--- src/design/stepper_clock_controller_top_assert.svh ---
// Assertion macros for the stepper clock controller
`ifndef STEPPER_CLOCK_CONTROLLER_TOP_ASSERT_SVH
`define STEPPER_CLOCK_CONTROLLER_TOP_ASSERT_SVH

`ifndef SYNTHESIS

`define SCC_ASSERT(lbl, ante, cons, msg) \
    lbl: assert property (@(posedge clk) disable iff (!rst_n) (ante) |-> (cons)) \
        else $error(msg);

`define SCC_ASSERT_NEXT(lbl, ante, cons, msg) \
    lbl: assert property (@(posedge clk) disable iff (!rst_n) (ante) |=> (cons)) \
        else $error(msg);

`else

`define SCC_ASSERT(lbl, ante, cons, msg)
`define SCC_ASSERT_NEXT(lbl, ante, cons, msg)

`endif

`endif

--- src/design/scc_pkg.sv ---
`default_nettype none

package scc_pkg;

    localparam int StepsRevDefault = 4080;
    localparam int SecPerHour      = 3600;
    localparam int SecPer12h       = 12 * 3600;

    localparam logic [7:0]  DEBOUNCE_RESET   = 8'd20;
    localparam logic [15:0] LONG_PRESS_RESET = 16'd2000;
    localparam logic [7:0]  STEP_DELAY_RESET = 8'd3;
    localparam logic [9:0]  MS_PER_SEC_RESET = 10'd1000;

    typedef enum logic [1:0] {
        CFG_DEBOUNCE   = 2'd0,
        CFG_LONG_PRESS = 2'd1,
        CFG_STEP_DELAY = 2'd2,
        CFG_MS_PER_SEC = 2'd3
    } cfg_index_t;

    typedef enum logic [1:0] {
        MODE_RUN     = 2'd0,
        MODE_EDIT_S  = 2'd1,
        MODE_EDIT_M  = 2'd2,
        MODE_EDIT_H  = 2'd3
    } clock_mode_t;

    typedef struct packed {
        logic short_p;
        logic long_p;
    } press_t;

    function automatic logic [3:0] half_step(input logic [2:0] phase);
        logic [3:0] pat;
        case (phase)
            3'd0:    pat = 4'h8;
            3'd1:    pat = 4'hC;
            3'd2:    pat = 4'h4;
            3'd3:    pat = 4'h6;
            3'd4:    pat = 4'h2;
            3'd5:    pat = 4'h3;
            3'd6:    pat = 4'h1;
            3'd7:    pat = 4'h9;
            default: pat = 4'h0;
        endcase
        return pat;
    endfunction

endpackage

`default_nettype wire

--- src/design/stepper_clock_controller_top.sv ---
// Channel | Direction | Handshake           | Payload
// in      | input     | in_valid / in_stall   | button_level
// out     | output    | out_valid / out_stall | coils, clock_mode, short_press, long_press, busy_res
// cfg     | input     | cfg_valid / cfg_ready | cfg_index, cfg_data
//
// One tick item per clock cycle sustained while the result is not stalled; the
// accepting edge loads the input register, and the result register is then loaded from one pass of logic.
// Reset restores register defaults and clears all clock and motor state.
// A stalled result holds; the input register still fills behind it, and the
// input stalls only while both registers are full.
`default_nettype none

`include "stepper_clock_controller_top_assert.svh"

module stepper_clock_controller_top
    import scc_pkg::*;
#(
    parameter int STEPS_REV = StepsRevDefault
)
(
    input  wire logic        clk,
    input  wire logic        rst_n,
    input  wire logic        in_valid,
    output logic             in_stall,
    input  wire logic        button_level,
    output logic             out_valid,
    input  wire logic        out_stall,
    output logic [11:0]      coils,
    output logic [1:0]       clock_mode,
    output logic             short_press,
    output logic             long_press,
    output logic             busy_res,
    input  wire logic        cfg_valid,
    output logic             cfg_ready,
    input  wire logic [1:0]  cfg_index,
    input  wire logic [15:0] cfg_data
);

    localparam logic [15:0] SecInc     = 16'(STEPS_REV / 60);
    localparam logic [15:0] HourMinInc = 16'(STEPS_REV / 720);
    localparam logic [15:0] HourInc    = 16'(STEPS_REV / 12);
    localparam int          MinSteps   = STEPS_REV / SecPerHour + 1;
    localparam logic [16:0] StepsAdd   = 17'(STEPS_REV);
    localparam logic [16:0] HourDiv    = 17'(SecPerHour);
    localparam logic [16:0] HalfDayDiv = 17'(SecPer12h);

    logic [7:0]  debounce_reg;
    logic [15:0] long_press_reg;
    logic [7:0]  step_delay_reg;
    logic [9:0]  ms_per_sec_reg;

    logic        s1_valid_reg;
    logic        s1_level_reg;
    logic        s1_go;

    logic        out_valid_reg;
    logic [11:0] coils_reg;
    logic [1:0]  mode_out_reg;
    logic        short_reg;
    logic        long_reg;
    logic        busy_reg;

    logic [1:0]  mode_reg, mode_next;
    logic [2:0]  phase_reg [3];
    logic [2:0]  phase_next [3];
    logic [15:0] pending_reg [3];
    logic [15:0] pending_next [3];
    logic [11:0] minute_rem_reg, minute_rem_next;
    logic [15:0] hour_rem_reg, hour_rem_next;
    logic [9:0]  ms_count_reg, ms_count_next;
    logic [7:0]  step_timer_reg, step_timer_next;
    logic [11:0] coil_reg, coil_next;
    logic        busy_next;

    press_t      bres;

    assign cfg_ready   = 1'b1;
    assign s1_go       = s1_valid_reg && (!out_valid_reg || !out_stall);
    assign in_stall    = s1_valid_reg && !s1_go;
    assign out_valid   = out_valid_reg;
    assign coils       = coils_reg;
    assign clock_mode  = mode_out_reg;
    assign short_press = short_reg;
    assign long_press  = long_reg;
    assign busy_res    = busy_reg;

    scc_button u_button (
        .clk             (clk),
        .rst_n           (rst_n),
        .go              (s1_go),
        .sample          (s1_level_reg),
        .debounce_ticks  (debounce_reg),
        .long_hold_ticks (long_press_reg),
        .press           (bres)
    );

    always_ff @(posedge clk or negedge rst_n)
    begin
        if (!rst_n)
        begin
            debounce_reg   <= DEBOUNCE_RESET;
            long_press_reg <= LONG_PRESS_RESET;
            step_delay_reg <= STEP_DELAY_RESET;
            ms_per_sec_reg <= MS_PER_SEC_RESET;
        end
        else if (cfg_valid && cfg_ready)
        begin
            case (cfg_index_t'(cfg_index))
                CFG_DEBOUNCE:   debounce_reg   <= cfg_data[7:0];
                CFG_LONG_PRESS: long_press_reg <= cfg_data;
                CFG_STEP_DELAY: step_delay_reg <= cfg_data[7:0];
                CFG_MS_PER_SEC: ms_per_sec_reg <= cfg_data[9:0];
                default:        debounce_reg   <= debounce_reg;
            endcase
        end
    end

    always_comb
    begin
        logic [15:0] inc [3];
        logic [16:0] sum;
        logic [10:0] cnt;
        logic        sec_evt;
        logic [16:0] mrem;
        logic [16:0] hrem;
        logic [15:0] mq;
        logic        step;

        for (int m = 0; m < 3; m++)
        begin
            inc[m]        = '0;
            phase_next[m] = phase_reg[m];
        end
        mq              = '0;
        mrem            = {5'd0, minute_rem_reg};
        hrem            = {1'b0, hour_rem_reg};
        minute_rem_next = minute_rem_reg;
        hour_rem_next   = hour_rem_reg;

        mode_next = mode_reg + {1'b0, bres.long_p};

        if (bres.short_p)
        begin
            case (clock_mode_t'(mode_next))
                MODE_EDIT_S: inc[0] = SecInc;
                MODE_EDIT_M:
                begin
                    inc[1] = SecInc;
                    inc[2] = HourMinInc;
                end
                MODE_EDIT_H: inc[2] = HourInc;
                default:     inc[0] = '0;
            endcase
        end

        cnt           = {1'b0, ms_count_reg} + 11'd1;
        sec_evt       = cnt >= {1'b0, ms_per_sec_reg};
        ms_count_next = sec_evt ? '0 : cnt[9:0];

        if (sec_evt)
        begin
            if (mode_next != MODE_EDIT_S)
            begin
                inc[0] = SecInc;
            end
            if (mode_next == MODE_RUN)
            begin
                mrem = mrem + StepsAdd;
                for (int i = 0; i < MinSteps; i++)
                begin
                    if (mrem >= HourDiv)
                    begin
                        mrem = mrem - HourDiv;
                        mq   = mq + 16'd1;
                    end
                end
                inc[1]          = mq;
                minute_rem_next = mrem[11:0];
                hrem = hrem + StepsAdd;
                if (hrem >= HalfDayDiv)
                begin
                    hrem   = hrem - HalfDayDiv;
                    inc[2] = 16'd1;
                end
                hour_rem_next = hrem[15:0];
            end
        end

        for (int m = 0; m < 3; m++)
        begin
            sum             = {1'b0, pending_reg[m]} + {1'b0, inc[m]};
            pending_next[m] = sum[16] ? 16'hFFFF : sum[15:0];
        end

        step_timer_next = step_timer_reg;
        if (step_timer_next != 8'd0)
        begin
            step_timer_next = step_timer_next - 8'd1;
        end
        step = (step_timer_next == 8'd0) &&
               ((pending_next[0] | pending_next[1] | pending_next[2]) != 16'd0);

        coil_next = coil_reg;
        if (step)
        begin
            for (int m = 0; m < 3; m++)
            begin
                if (pending_next[m] != 16'd0)
                begin
                    coil_next[4*m +: 4] = half_step(phase_reg[m]);
                    phase_next[m]       = phase_reg[m] + 3'd1;
                    pending_next[m]     = pending_next[m] - 16'd1;
                end
            end
            step_timer_next = step_delay_reg;
        end

        busy_next = (pending_next[0] | pending_next[1] | pending_next[2]) != 16'd0;
    end

    always_ff @(posedge clk or negedge rst_n)
    begin
        if (!rst_n)
        begin
            s1_valid_reg   <= 1'b0;
            out_valid_reg  <= 1'b0;
            mode_reg       <= MODE_RUN;
            minute_rem_reg <= '0;
            hour_rem_reg   <= '0;
            ms_count_reg   <= '0;
            step_timer_reg <= '0;
            coil_reg       <= '0;
            for (int m = 0; m < 3; m++)
            begin
                phase_reg[m]   <= '0;
                pending_reg[m] <= '0;
            end
        end
        else
        begin
            if (in_valid && !in_stall)
            begin
                s1_valid_reg <= 1'b1;
            end
            else if (s1_go)
            begin
                s1_valid_reg <= 1'b0;
            end

            if (s1_go)
            begin
                out_valid_reg <= 1'b1;
            end
            else if (!out_stall)
            begin
                out_valid_reg <= 1'b0;
            end

            if (s1_go)
            begin
                mode_reg       <= mode_next;
                minute_rem_reg <= minute_rem_next;
                hour_rem_reg   <= hour_rem_next;
                ms_count_reg   <= ms_count_next;
                step_timer_reg <= step_timer_next;
                coil_reg       <= coil_next;
                for (int m = 0; m < 3; m++)
                begin
                    phase_reg[m]   <= phase_next[m];
                    pending_reg[m] <= pending_next[m];
                end
            end
        end
    end

    always_ff @(posedge clk)
    begin
        if (in_valid && !in_stall)
        begin
            s1_level_reg <= button_level;
        end
        if (s1_go)
        begin
            coils_reg    <= coil_next;
            mode_out_reg <= mode_next;
            short_reg    <= bres.short_p;
            long_reg     <= bres.long_p;
            busy_reg     <= busy_next;
        end
    end

    `SCC_ASSERT_NEXT(a_mode_only_on_long, s1_go && !bres.long_p, $stable(mode_reg), "mode moved without long press")
    `SCC_ASSERT_NEXT(a_busy_matches, s1_go, busy_reg == ((pending_reg[0] | pending_reg[1] | pending_reg[2]) != 16'd0), "busy flag mismatch")
    `SCC_ASSERT_NEXT(a_result_held, out_valid_reg && out_stall, out_valid_reg && $stable(coils_reg), "stalled result lost")
    `SCC_ASSERT(a_out_matches_state, out_valid_reg, coils_reg == coil_reg && mode_out_reg == mode_reg, "result apart from state")

endmodule

`default_nettype wire

--- src/design/scc_button.sv ---
`default_nettype none

`include "stepper_clock_controller_top_assert.svh"

module scc_button
    import scc_pkg::*;
(
    input  wire logic        clk,
    input  wire logic        rst_n,
    input  wire logic        go,
    input  wire logic        sample,
    input  wire logic [7:0]  debounce_ticks,
    input  wire logic [15:0] long_hold_ticks,
    output press_t           press
);

    logic        raw_reg, raw_next;
    logic        stable_reg, stable_next;
    logic [15:0] since_reg, since_next;
    logic [15:0] ptime_reg, ptime_next;
    logic        long_seen_reg, long_seen_next;

    always_comb
    begin
        raw_next       = raw_reg;
        stable_next    = stable_reg;
        since_next     = since_reg;
        ptime_next     = ptime_reg;
        long_seen_next = long_seen_reg;
        press          = '0;

        if (stable_reg && ptime_reg != 16'hFFFF)
        begin
            ptime_next = ptime_reg + 16'd1;
        end
        if (sample != raw_reg)
        begin
            raw_next   = sample;
            since_next = '0;
        end
        else if (since_reg != 16'hFFFF)
        begin
            since_next = since_reg + 16'd1;
        end
        if (since_next >= {8'd0, debounce_ticks} && stable_reg != sample)
        begin
            stable_next = sample;
            if (sample)
            begin
                ptime_next     = '0;
                long_seen_next = 1'b0;
            end
            else if (!long_seen_reg)
            begin
                press.short_p = 1'b1;
            end
        end
        if (stable_next && !long_seen_next && ptime_next >= long_hold_ticks)
        begin
            long_seen_next = 1'b1;
            press.long_p   = 1'b1;
        end
    end

    always_ff @(posedge clk or negedge rst_n)
    begin
        if (!rst_n)
        begin
            raw_reg       <= 1'b0;
            stable_reg    <= 1'b0;
            since_reg     <= '0;
            ptime_reg     <= '0;
            long_seen_reg <= 1'b0;
        end
        else if (go)
        begin
            raw_reg       <= raw_next;
            stable_reg    <= stable_next;
            since_reg     <= since_next;
            ptime_reg     <= ptime_next;
            long_seen_reg <= long_seen_next;
        end
    end

    `SCC_ASSERT_NEXT(a_long_marks_seen, go && press.long_p, long_seen_reg, "long press not latched")
    `SCC_ASSERT(a_short_needs_release, press.short_p, !sample && stable_reg, "short press without release")
    `SCC_ASSERT(a_one_press_kind, go, !(press.short_p && press.long_p), "short and long together")

endmodule

`default_nettype wire

--- config.mk ---
export PLATFORM = sky130hd
export DESIGN_NAME = stepper_clock_controller_top
export DESIGN_NICKNAME = d
export VERILOG_FILES = /design/src/design/scc_pkg.sv /design/src/design/stepper_clock_controller_top.sv /design/src/design/scc_button.sv
export VERILOG_INCLUDE_DIRS = /design/src /design/src/design
export SDC_FILE = /design/constraint.sdc
export NUM_CORES = 1
export LEC_CHECK = 0
export ABC_AREA = 1
export BUFFER_PORTS_ARGS = -buffer_cell sky130_fd_sc_hd__buf_2
export CAP_MARGIN = 20
export CORE_ASPECT_RATIO = 0.9
export CORE_MARGIN = 3
export CORE_UTILIZATION = 55
export CTS_CLUSTER_SIZE = 20
export DETAILED_ROUTE_END_ITERATION = 8
export GPL_TIMING_DRIVEN = 1
export PLACE_DENSITY_LB_ADDON = 0.1
export SLEW_MARGIN = 5
export SYNTH_ARGS = -nofsm -noshare
export SYNTH_HDL_FRONTEND = slang
export SYNTH_SLANG_ARGS = --single-unit
--- constraint.sdc ---
create_clock -name clk -period 10.25 [get_ports clk]
set_input_delay 0.5125 -clock clk [delete_from_list [all_inputs] [get_ports clk]]
set_output_delay 0.5125 -clock clk [all_outputs]
set_load 0.01 [all_outputs]
# Word level (Yosys, flattened, before mapping)
# Memories as Yosys holds them, arrays and structs flattened.
# Index checks and enable logic that the tools add are counted.
[op_classes] muxes=48 eq_ne=12 addsub=20 n_bitwise=4 n_reduce_logical=33 magnitude_cmp=6
[ops] cell="16-bit 2-to-1 mux" count=17
[ops] cell="48-bit 2-to-1 mux" count=2
[ops] cell="16-bit nonzero test" count=5
[ops] cell="16-bit OR" count=4
[ops] cell="16-bit by 16-bit adder with 17-bit output" count=3
[ops] cell="17-bit 2-to-1 mux" count=3
[ops] cell="16-bit by 1-bit adder with 16-bit output, second input constant" count=3
[ops] cell="16-bit by 1-bit subtractor with 16-bit output, second input constant" count=3
[ops] cell="39-bit 2-to-1 mux" count=1
[ops] cell="32-bit 2-to-1 mux" count=1
[ops] cell="16-bit != test, second input constant" count=2
[ops] cell="12-bit 2-to-1 mux" count=2
[ops] cell="9-bit case mux with 2 select lines" count=1
[ops] cell="16-bit by 12-bit adder with 17-bit output, second input constant" count=1
[ops] cell="17-bit by 12-bit >= comparator with 1-bit output, second input constant" count=1
[ops] cell="17-bit by 16-bit >= comparator with 1-bit output, second input constant" count=1
[ops] cell="16-bit >= comparator" count=1
[ops] cell="16-bit by 8-bit >= comparator with 1-bit output" count=1
[ops] cell="8-bit 2-to-1 mux" count=2
[ops] cell="16-bit subtractor, second input constant" count=1
[ops] cell="7-bit 2-to-1 mux" count=2
[ops] cell="13-bit by 12-bit subtractor with 14-bit output, second input constant" count=1
[ops] cell="12-bit by 12-bit adder with 13-bit output, second input constant" count=1
[ops] cell="13-bit by 12-bit >= comparator with 1-bit output, second input constant" count=1
[ops] cell="other kinds (22)" count=63
[word_totals] in_bits=24 romBits=96 out_inout_bits=20 wordCells=155 reg_bits=214 n_memories=3
[memory_table] memory="(name not given)" depth=8 word_bits=4 read_ports=1 rd_ports_with_merged_regs=0 wr=0 line="scc_pkg.sv:35" source="case (phase)"
[memory_table] memory="(name not given)" depth=8 word_bits=4 read_ports=1 rd_ports_with_merged_regs=0 wr=0 line="scc_pkg.sv:35"
[memory_table] memory="(name not given)" depth=8 word_bits=4 read_ports=1 rd_ports_with_merged_regs=0 wr=0 line="scc_pkg.sv:35"

# Longest topological paths before layout
# Gate-level depths: netlist of run 1.
[depth] word_depth=28 mapped_depth=69 mapped_depth_nobuf=69

# By module
# Synthesis of run 1 repeated with hierarchy kept, for this count alone.
[hier_totals] cells_unflattened=2440 area_unflattened_um2=16203.0
[modules_own_cells] mod="stepper_clock_controller_top" area_per_inst_um2=13182.6 cells_each=1969 seq_area_each_um2=4389.2 n_inst=1
[modules_own_cells] mod="scc_button" area_per_inst_um2=3020.4 cells_each=471 seq_area_each_um2=875.8 n_inst=1

# Least setup slack after synthesis of run 1
# OpenSTA, ideal clock, no wires.
[synth_timing] path_type="register to register" from="reg u_button.since_reg[0]" to="reg busy_reg, in the netlist busy_res, data pin" stages_incl_launch_ff=67 t_required_ns=9.996 path_buffers=2 period_less_slack_ns=7.999 arrival_time_ns=7.745 slack_ns=2.251 setup_time_ns=0.254 path_cell_list="dfrtp_1 > ha_1 > nand3_1 > nor2_1 > nand2_1 > nor2_1 > nand2_1 > inv_1 > nor2_1 > a211oi_1 > ha_1 > a21boi_0 > o21a_1 > o21a_1 > o21a_1 > o21ai_0 > nand2_1 > nand3_1 > (+31 left out) > nand2_4 > inv_2 > nor2_2 > ha_1 > inv_1 > nor2_2 > nand3_1 > nor3_2 > buf_2 > nor2_1 > nand3_1 > nand2_1 > nor2_1 > nand2_1 > nor2_1 > nand2_1 > nor2_1 > nand2_1"
[synth_lines] element="start, declared" line="scc_button.sv:19" source="logic [15:0] since_reg, since_next;"
[synth_lines] element="start signal, assigned" line="scc_button.sv:79" source="since_reg <= since_next;"
[synth_lines] element="end signal, assigned" line="stepper_clock_controller_top.sv:288" source="busy_reg <= busy_next;"
[synth_lines] element="end, declared" line="stepper_clock_controller_top.sv:61" source="logic busy_reg;"

==> flow_metrics.py, run 1 <==
metrics = {
    "run_status": {
        "status": "finished with violations",
        "violations": "design-rule violations",
    },
    "clock_network": {
        "cts.sinks": 206,
        "clockRootBuffer": "clkbuf_16",
        "htree_levels": 1,
        "worstSkewPairLatency_ps": 550,
        "numCtsBuffers": 25,
        "cts_tree": "done",
        "clkTransAtPathRegs_ps": 60,
        "clockBufferDepth": 3,
    },
    "route": {
        "drt-vias-per-instance": 5.488,
        "drt_iter0_drc": 1306,
        "dr.pass1.iters": 8,
        "wl_mm": 44.03,
        "antenna_left": 0,
        "dr_total_vias": 15010,
        "routedWlPerCell_um": 16.11,
        "drc": 1,
    },
    "global_route": {
        "first_global_vias": 14000,
        "grt_pass1_wl_mm": 72.21,
        "track_usage": 0.2872,
        "met3_usage": 0.04358,
        "gr-total-overflow": 0,
        "use_met2": 0.4217,
        "grt_max_degree": 87,
        "use_met1": 0.4321,
        "antenna_found_initial": 1,
        "grt.busiest_layer": "met1",
    },
    "logic_synthesis": {
        "syn_area_um2": 15670,
        "ys_ff_latch": 206,
        "yosys_warnings": 0,
        "synth_edf_count": 18,
        "ys.flop_type": "dfrtp_1",
        "async_flop_share": 0.9126,
        "ys_types": 55,
        "synth_nets": 2418,
        "synth_area_per_cell_um2": 6.752,
        "seq_area_frac_synth": 0.3359,
        "syn_inst": 2321,
    },
    "sta": {
        "finalWorstSetupSlack_ps": 921.9,
        "period_share": 0.9101,
        "fmax_mhz": 107.2,
        "worst_slew_pin_slew_ps": 1042,
        "setup_tns_ps": 0,
        "hold_viol": 0,
        "final_max_slew_viol_count": 0,
        "fin_crit_ps": 9328,
        "slew_headroom": 0.3031,
        "setup_violations": 0,
        "final.setup_skew_ps": 14.96,
    },
    "setup_path": {
        "worstPathMaxFanout": 15,
        "max_stage_delay_ps": 440,
        "crit_type": "flip-flop to flip-flop",
        "r2r_setup_slack_ps": 920,
        "crit_buf_inv": 6,
        "crit_required_ps": 10540,
        "arrival_ps": 9620,
        "startpoint_type": "flip-flop",
        "cp-end-kind": "flip-flop",
        "cpMaxStageDelayCell": "fa_1",
        "cpMostUsedCell": "nand2_1",
        "crit_family": "simple AND/OR/NAND/NOR gates",
    },
    "layout": {
        "layout.nets": 2458,
        "drive_gt1_frac": 0.08824,
        "antenna_cells_inserted": 0,
        "stdcell_count": 2734,
        "n_fill_cell": 2525,
        "largest_reg_flops": 48,
        "final_cell_mix": "nand2_1, inv_1, nor2_1",
        "final_common_cell": "nand2_1",
        "final_util": 0.6256,
        "syn_to_final_growth_pct": 9.883,
    },
    "pwr": {
        "fin_total_pwr_uw": 4321,
        "power.leakage_uw": 0.008551,
        "p_per_area_nw_per_um2": 250.9,
        "peakVddDrop_uv": 272.2,
    },
    "floorplan": {
        "rows": 57,
        "die_x_um": 183.9,
        "die_h_um": 166.1,
        "dieArea_um2": 30560,
        "coreArea_um2": 27530,
        "ios": 44,
        "start_util": 0.5693,
    },
    "placement": {
        "placedCellCount": 2683,
        "port_buffers": 42,
        "pre_cts_ws_ps": 389.7,
        "gp_congestion": 1.081,
        "hpwlAfterDp_mm": 32.74,
    },
    "hold_path": {
        "min_path_type": "primary input to async pin",
    },
    "job": {
        "maxCapViolCount": 0,
    },
}
[final cells by class]
cell class                 count  area, um^2  area share
clock inverter                 4       48.80    0.002833
multi-input combinational   1731        9017      0.5236
inverter                     327        1227     0.07127
clock buffer                  42       790.8     0.04592
timing repair buffer          70       429.2     0.02492
tap                          354       442.9     0.02572
sequential                   206        5265      0.3057
[cells by family after synthesis]
group,synth area share
simple gates,0.3467
buf+inv,0.09708
compound gates,0.1082
flops,0.3359
xor+xnor,0.05309
fa+ha+maj,0.05876
other cells,0.0002393
[metrics by stage]
stage	instance area (um^2)	hold slack, ps
floorplan	15670	216.9
global placement	16220	464.7
detailed placement	16220	472.2
CTS	17060	35.26
global route	17220	69.13
finish	17220	9.049
[where the power goes]
part | switching, uW | internal [uW] | leakage, uW
combinational | 1480 | 727 | 0.00562
sequential | 169 | 1040 | 0.00251
clock | 353 | 547 | 0.000414
[cell usage after synthesis (all sizes together) (6+ instances only)]
| cell type | instances | area share |
|---|---|---|
| nand2 | 648 | 0.16 |
| inv | 326 | 0.078 |
| nor2 | 288 | 0.073 |
| nand3 | 203 | 0.068 |
| o21ai | 194 | 0.063 |
| dfrtp | 172 | 0.27 |
| xor2 | 79 | 0.044 |
| ha | 72 | 0.057 |
| a21oi | 62 | 0.020 |
| nand4 | 36 | 0.015 |
| nor3 | 33 | 0.011 |
| buf | 29 | 0.012 |
| clkbuf | 28 | 0.0067 |
| nand3b | 25 | 0.012 |
| a31oi | 20 | 0.0089 |
| edfxtp | 18 | 0.034 |
| dfstp | 16 | 0.027 |
| xnor2 | 16 | 0.0089 |
| and2 | 8 | 0.0032 |
| o22ai | 8 | 0.0032 |
| o21a | 6 | 0.0029 |
[path summary, 6_finish.rpt]
path	to	cells past startpoint	start
worst max register to register	busy_res	67	u_button.since_reg[0]
worst min-delay path	coil_reg[0]	1	rst_n
worst max-delay path	busy_res	67	u_button.since_reg[0]
worst min register to register	ms_per_sec_reg[4]	2	ms_per_sec_reg[4]
max in group asynchronous	hour_rem_reg[12]	3	rst_n
min in group clk	s1_level_reg	1	button_level
[layer usage]
metal	wire length, um	share of wire
met2	18280	0.42
met3	2883	0.065
met5	0	0
met1	21330	0.48
met4	1541	0.035
[worst reg2reg max path: cells and delay by family, from the launching register on]
| kind | cells | cell delay (ps) |
|---|---|---|
| buf+inv | 6 | 590 |
| compound gates | 13 | 1830 |
| fa+ha+maj | 7 | 1780 |
| flops | 1 | 400 |
| simple gates | 41 | 4460 |
[repair_timing]
item | in CTS | in global routing
endpoints found under the setup margin | 0 | 54
buffers inserted | 0 | 5
gates resized for setup | 0 | 26
hold buffers | 0 | 0
No activity file was read; power rests on OpenSTA's default activity.
==> run 2, diff against run 1 <==
--- a/config.mk
+++ b/config.mk
@@ -11,7 +11,7 @@
 export CAP_MARGIN = 20
 export CORE_ASPECT_RATIO = 0.9
 export CORE_MARGIN = 3
-export CORE_UTILIZATION = 55
+export CORE_UTILIZATION = 30
 export CTS_CLUSTER_SIZE = 20
 export DETAILED_ROUTE_END_ITERATION = 8
 export GPL_TIMING_DRIVEN = 1
==> run 2 against run 1 <==
The flow now finishes without violations. Total power up 1.5%. Setup slack lost 49 ps. Critical path depth shrank 6. Utilization shrank 28 points. Via count down 2.0%. Maximum frequency fell by 0.52%. Die area up 80%. Critical path type unchanged. Largest power group unchanged. Highest routed layer is now met5.
==> flow_metrics.py, run 2 (same netlist as run 1, synthesis figures left out) <==
metrics = {
    "setup_path": {
        "r2r_cells": 61,
        "cp-end-kind": "flip-flop",
        "crit_required_ps": 10570,
        "max_stage_delay_ps": 400,
        "worst_r2r_endpoint": "busy_res",
        "arrival_ps": 9700,
        "crit_family": "simple AND/OR/NAND/NOR gates",
        "crit_type": "flip-flop to flip-flop",
        "r2r_setup_slack_ps": 870,
        "startpoint_type": "flip-flop",
        "cpMaxStageDelayCell": "dfrtp_1",
        "r2r_start": "u_button.since_reg[0]",
        "worstPathMaxFanout": 14,
        "crit_buf_inv": 5,
        "cpMostUsedCell": "nand2_1",
    },
    "layout": {
        "final_util": 0.3470,
        "syn_to_final_growth_pct": 13.02,
        "final_cell_mix": "nand2_1, inv_1, nor2_1",
        "n_fill_cell": 5537,
        "final_common_cell": "nand2_1",
        "drive_gt1_frac": 0.08866,
        "layout.nets": 2457,
        "largest_reg_flops": 48,
        "stdcell_count": 3060,
        "antenna_cells_inserted": 0,
    },
    "pwr": {
        "switching_share": 0.4596,
        "pwr-share-clk": 0.227,
        "intPower_uw": 2370,
        "pwr-share-seq": 0.276,
        "power.leakage_uw": 0.008555,
        "p_per_area_nw_per_um2": 247.6,
        "peakVddDrop_uv": 164.0,
        "p_switching_uw": 2016,
        "power.share.combinational": 0.498,
        "fin_total_pwr_uw": 4386,
    },
    "floorplan": {
        "start_util": 0.3071,
        "coreArea_um2": 51040,
        "die_x_um": 246.9,
        "rows": 78,
        "ios": 44,
        "dieArea_um2": 55020,
        "die_h_um": 222.8,
    },
    "route": {
        "dr.pass1.iters": 7,
        "routedWlPerCell_um": 15.53,
        "drt_iter0_drc": 1199,
        "dr_total_vias": 14710,
        "drc": 0,
        "antenna_left": 0,
        "wl_mm": 47.52,
        "drt-vias-per-instance": 4.807,
    },
    "sta": {
        "slew_headroom": 0.3416,
        "fin_hold_ws_ps": 3.830,
        "final.setup_skew_ps": 25.88,
        "hold_viol": 0,
        "fin_crit_ps": 9377,
        "setup_violations": 0,
        "fmax_mhz": 106.6,
        "final_max_slew_viol_count": 0,
        "period_share": 0.9148,
        "worst_slew_pin_slew_ps": 984.9,
        "setup_tns_ps": 0,
    },
    "global_route": {
        "track_usage": 0.1726,
        "first_global_vias": 13830,
        "gr-total-overflow": 0,
        "grt_max_degree": 170,
        "antenna_found_initial": 1,
        "grt_pass1_wl_mm": 76.80,
    },
    "clock_network": {
        "numCtsBuffers": 27,
        "worstSkewPairLatency_ps": 560,
        "clockBufferDepth": 3,
        "clockRootBuffer": "clkbuf_16",
        "clkTransAtPathRegs_ps": 70,
        "holdBufCountCts": 0,
        "cts_tree": "done",
        "htree_levels": 1,
        "cts.sinks": 206,
    },
    "placement": {
        "placedCellCount": 3006,
        "hpwlAfterDp_mm": 35.70,
        "gp_congestion": 0.8894,
        "port_buffers": 42,
    },
    "hold_path": {
        "min_path_type": "primary input to async pin",
    },
    "run_status": {
        "status": "finished clean",
    },
    "job": {
        "maxCapViolCount": 0,
    },
}
[run 2: worst max-delay path by stage]
stage,from,end,slack (ps),cells after the start
floorplan,u_button.since_reg[0],busy_res,2250,66
global placement,u_button.since_reg[0],busy_res,410,63
detailed placement,u_button.since_reg[0],busy_res,270,63
CTS,u_button.since_reg[0],busy_res,270,63
global route,u_button.since_reg[0],busy_res,-30,67
finish,u_button.since_reg[0],busy_res,870,61
[run 2: final cells by class]
type | count | area, um^2 | area share
clock buffers | 40 | 795.8 | 0.04492
clock inverters | 9 | 128.9 | 0.007276
inverters | 327 | 1231 | 0.06951
multi-input cells | 1731 | 8997 | 0.5079
flip-flops and latches | 206 | 5265 | 0.2972
well taps | 680 | 850.8 | 0.04803
repair buffers | 67 | 444.2 | 0.02508
[run 2: power by group through the flow]
stage	clock network [uW]	logic (uW)	registers (uW)
2_1_floorplan	0	1580	1170
5_1_grt	1060	2490	1240
3_5_place_dp	0	2140	1220
3_3_place_gp	0	2170	1220
6_report	994	2180	1210
4_1_cts	1040	2160	1210
[run 2: metrics by stage]
step | setup slack [ps] | cell area (um^2)
3_5_place_dp | 271.3 | 16620
3_3_place_gp | 408.0 | 16620
5_1_grt | -26.52 | 17710
6_report | 873.0 | 17710
4_1_cts | 265.9 | 17550
2_1_floorplan | 2251 | 15670
[run 2: what timing repair did]
action	CTS	global route
endpoints found under the hold margin	0	0
gates resized for setup	0	24
buffers inserted	0	5
endpoints found under the setup margin	0	73
[run 2: metal layers]
layer / wire, um / global-route usage
met1: 24460 / 0.2672
met2: 19760 / 0.2532
met3: 2270 / 0.02160
met4: 1018 / 0.03749
met5: 12 / 0
==> run 3, diff against run 2 <==
--- a/config.mk
+++ b/config.mk
@@ -7,13 +7,13 @@
 export NUM_CORES = 1
 export LEC_CHECK = 0
 export ABC_AREA = 1
-export BUFFER_PORTS_ARGS = -buffer_cell sky130_fd_sc_hd__buf_2
 export CAP_MARGIN = 20
 export CORE_ASPECT_RATIO = 0.9
 export CORE_MARGIN = 3
 export CORE_UTILIZATION = 30
 export CTS_CLUSTER_SIZE = 20
 export DETAILED_ROUTE_END_ITERATION = 8
+export DONT_BUFFER_PORTS = 1
 export GPL_TIMING_DRIVEN = 1
 export PLACE_DENSITY_LB_ADDON = 0.1
 export SLEW_MARGIN = 5
==> run 3 against run 2 <==
Cell area is 0.85% lower. First-iteration DRC count shrank 12%. The run now ends with negative hold slack left. Routed wire length up 0.92%. Largest cell class unchanged. Critical path type unchanged. Critical endpoint unchanged.
==> flow_metrics.py, run 3 (same netlist as run 1, synthesis figures left out) <==
metrics = {
    "run_status": {
        "status": "finished with violations",
        "violations": "negative hold slack",
    },
    "layout": {
        "final_common_cell": "nand2_1",
        "syn_to_final_growth_pct": 12.05,
        "drive_gt1_frac": 0.07545,
        "antenna_cells_inserted": 0,
        "final_util": 0.3441,
        "layout.nets": 2421,
        "largest_reg_flops": 48,
        "final_cell_mix": "nand2_1, inv_1, nor2_1",
    },
    "route": {
        "antenna_left": 0,
        "drt-vias-per-instance": 4.836,
        "dr.pass1.iters": 5,
        "wl_mm": 47.96,
        "dr_total_vias": 14630,
        "routedWlPerCell_um": 15.85,
        "drc": 0,
        "drt_iter0_drc": 1051,
    },
    "global_route": {
        "antenna_found_initial": 0,
        "grt_pass1_wl_mm": 77.36,
        "track_usage": 0.1747,
        "gr-total-overflow": 0,
        "grt_max_degree": 189,
        "first_global_vias": 13890,
    },
    "floorplan": {
        "dieArea_um2": 55020,
        "die_h_um": 222.8,
        "start_util": 0.3071,
        "rows": 78,
        "coreArea_um2": 51040,
        "die_x_um": 246.9,
        "ios": 44,
    },
    "setup_path": {
        "worstPathMaxFanout": 16,
        "startpoint_type": "flip-flop",
        "cpMaxStageDelayCell": "dfrtp_1",
        "r2r_cells": 62,
        "crit_type": "flip-flop to flip-flop",
        "cpMostUsedCell": "nand2_1",
        "worst_r2r_endpoint": "busy_res",
        "r2r_setup_slack_ps": 720,
        "crit_required_ps": 10560,
        "startpoint": "u_button.since_reg[0]",
        "max_stage_delay_ps": 410,
        "cp-end-kind": "flip-flop",
        "r2r_start": "u_button.since_reg[0]",
        "arrival_ps": 9850,
    },
    "clock_network": {
        "numCtsBuffers": 28,
        "clkTransAtPathRegs_ps": 60,
        "clockBufferDepth": 3,
        "clockRootBuffer": "clkbuf_16",
        "cts_tree": "done",
        "cts.sinks": 206,
        "worstSkewPairLatency_ps": 560,
        "htree_levels": 1,
    },
    "placement": {
        "pre_cts_ws_ps": -8.959,
        "hpwlAfterDp_mm": 35.58,
        "gp_congestion": 0.8975,
        "port_buffers": 0,
    },
    "pwr": {
        "fin_total_pwr_uw": 4383,
        "power.leakage_uw": 0.008452,
        "peakVddDrop_uv": 177.1,
        "p_per_area_nw_per_um2": 249.6,
    },
    "sta": {
        "hold_viol": 17,
        "period_share": 0.9301,
        "fin_crit_ps": 9533,
        "worst_slew_pin_slew_ps": 1052,
        "final.setup_skew_ps": 14.66,
        "final_max_slew_viol_count": 0,
        "rsz0062_at_grt": "yes",
        "fmax_mhz": 104.9,
        "setup_violations": 0,
        "finalWorstSetupSlack_ps": 716.7,
        "fin_hold_ws_ps": -10.80,
        "slew_headroom": 0.2989,
    },
    "job": {
        "maxCapViolCount": 0,
    },
    "hold_path": {
        "min_path_type": "primary input to async pin",
    },
}
## run 3: layer usage
| metal | vias to the layer above | part of all wire | GRT usage |
|---|---|---|---|
| met3 | 62 | 0.047 | 0.02365 |
| li1 | 7462 | - | - |
| met4 | 0 | 0.021 | 0.04070 |
| met2 | 301 | 0.41 | 0.2534 |
| met1 | 6809 | 0.52 | 0.2707 |
| met5 | - | 0 | 0 |
## run 3: how the worst max path moves through the flow
| stage | to | depth (start not counted) |
|---|---|---|
| after CTS | busy_res | 63 |
| after global routing | busy_res | 64 |
| after detailed placement | busy_res | 61 |
| after global placement | busy_res | 61 |
| final | busy_res | 62 |
| after floorplan | busy_res | 66 |
## run 3: cell type report
class                      instances  area, um^2
fill                            5519       33480
timing repair buffer              30       256.5
sequential                       206        5265
clock buffer                      35       768.2
tap                              680       850.8
inverter                         327        1231
clock inverter                    17       168.9
multi-input combinational       1731        9021
## run 3: critical path: cells and delay by family (launching register included)
| kind | cells | cell delay (ps) |
|---|---|---|
| DFF | 1 | 410 |
| adders and majority gates | 6 | 1400 |
| and+or+nand+nor | 37 | 4870 |
| AOI/OAI and AO/OA | 12 | 1650 |
| buffers and inverters | 7 | 920 |
## run 3: report_power, final
group	switching, uW	internal, uW	total (uW)
Clock	395	605	1000
Combinational	1460	710	2170
Sequential	176	1040	1220
## run 3: metrics by stage
stage / setup TNS (ps) / hold slack [ps] / std cells / area [um^2]
4_1_cts: 0 / 10.74 / 3016 / 17350
3_3_place_gp: 0 / 227.3 / 2963 / 16380
6_report: 0 / -10.80 / 3026 / 17560
2_1_floorplan: 0 / 216.9 / 2321 / 15670
5_1_grt: -66.13 / 11.14 / 3026 / 17560
3_5_place_dp: -8.959 / 223.4 / 2963 / 16380
## run 3: what timing repair did
item,CTS,global route
endpoints found under the setup margin,1,86
pin swaps,0,2
endpoints found under the hold margin,188,0
setup buffers,0,9
hold buffers,1,0
resized for setup,1,30
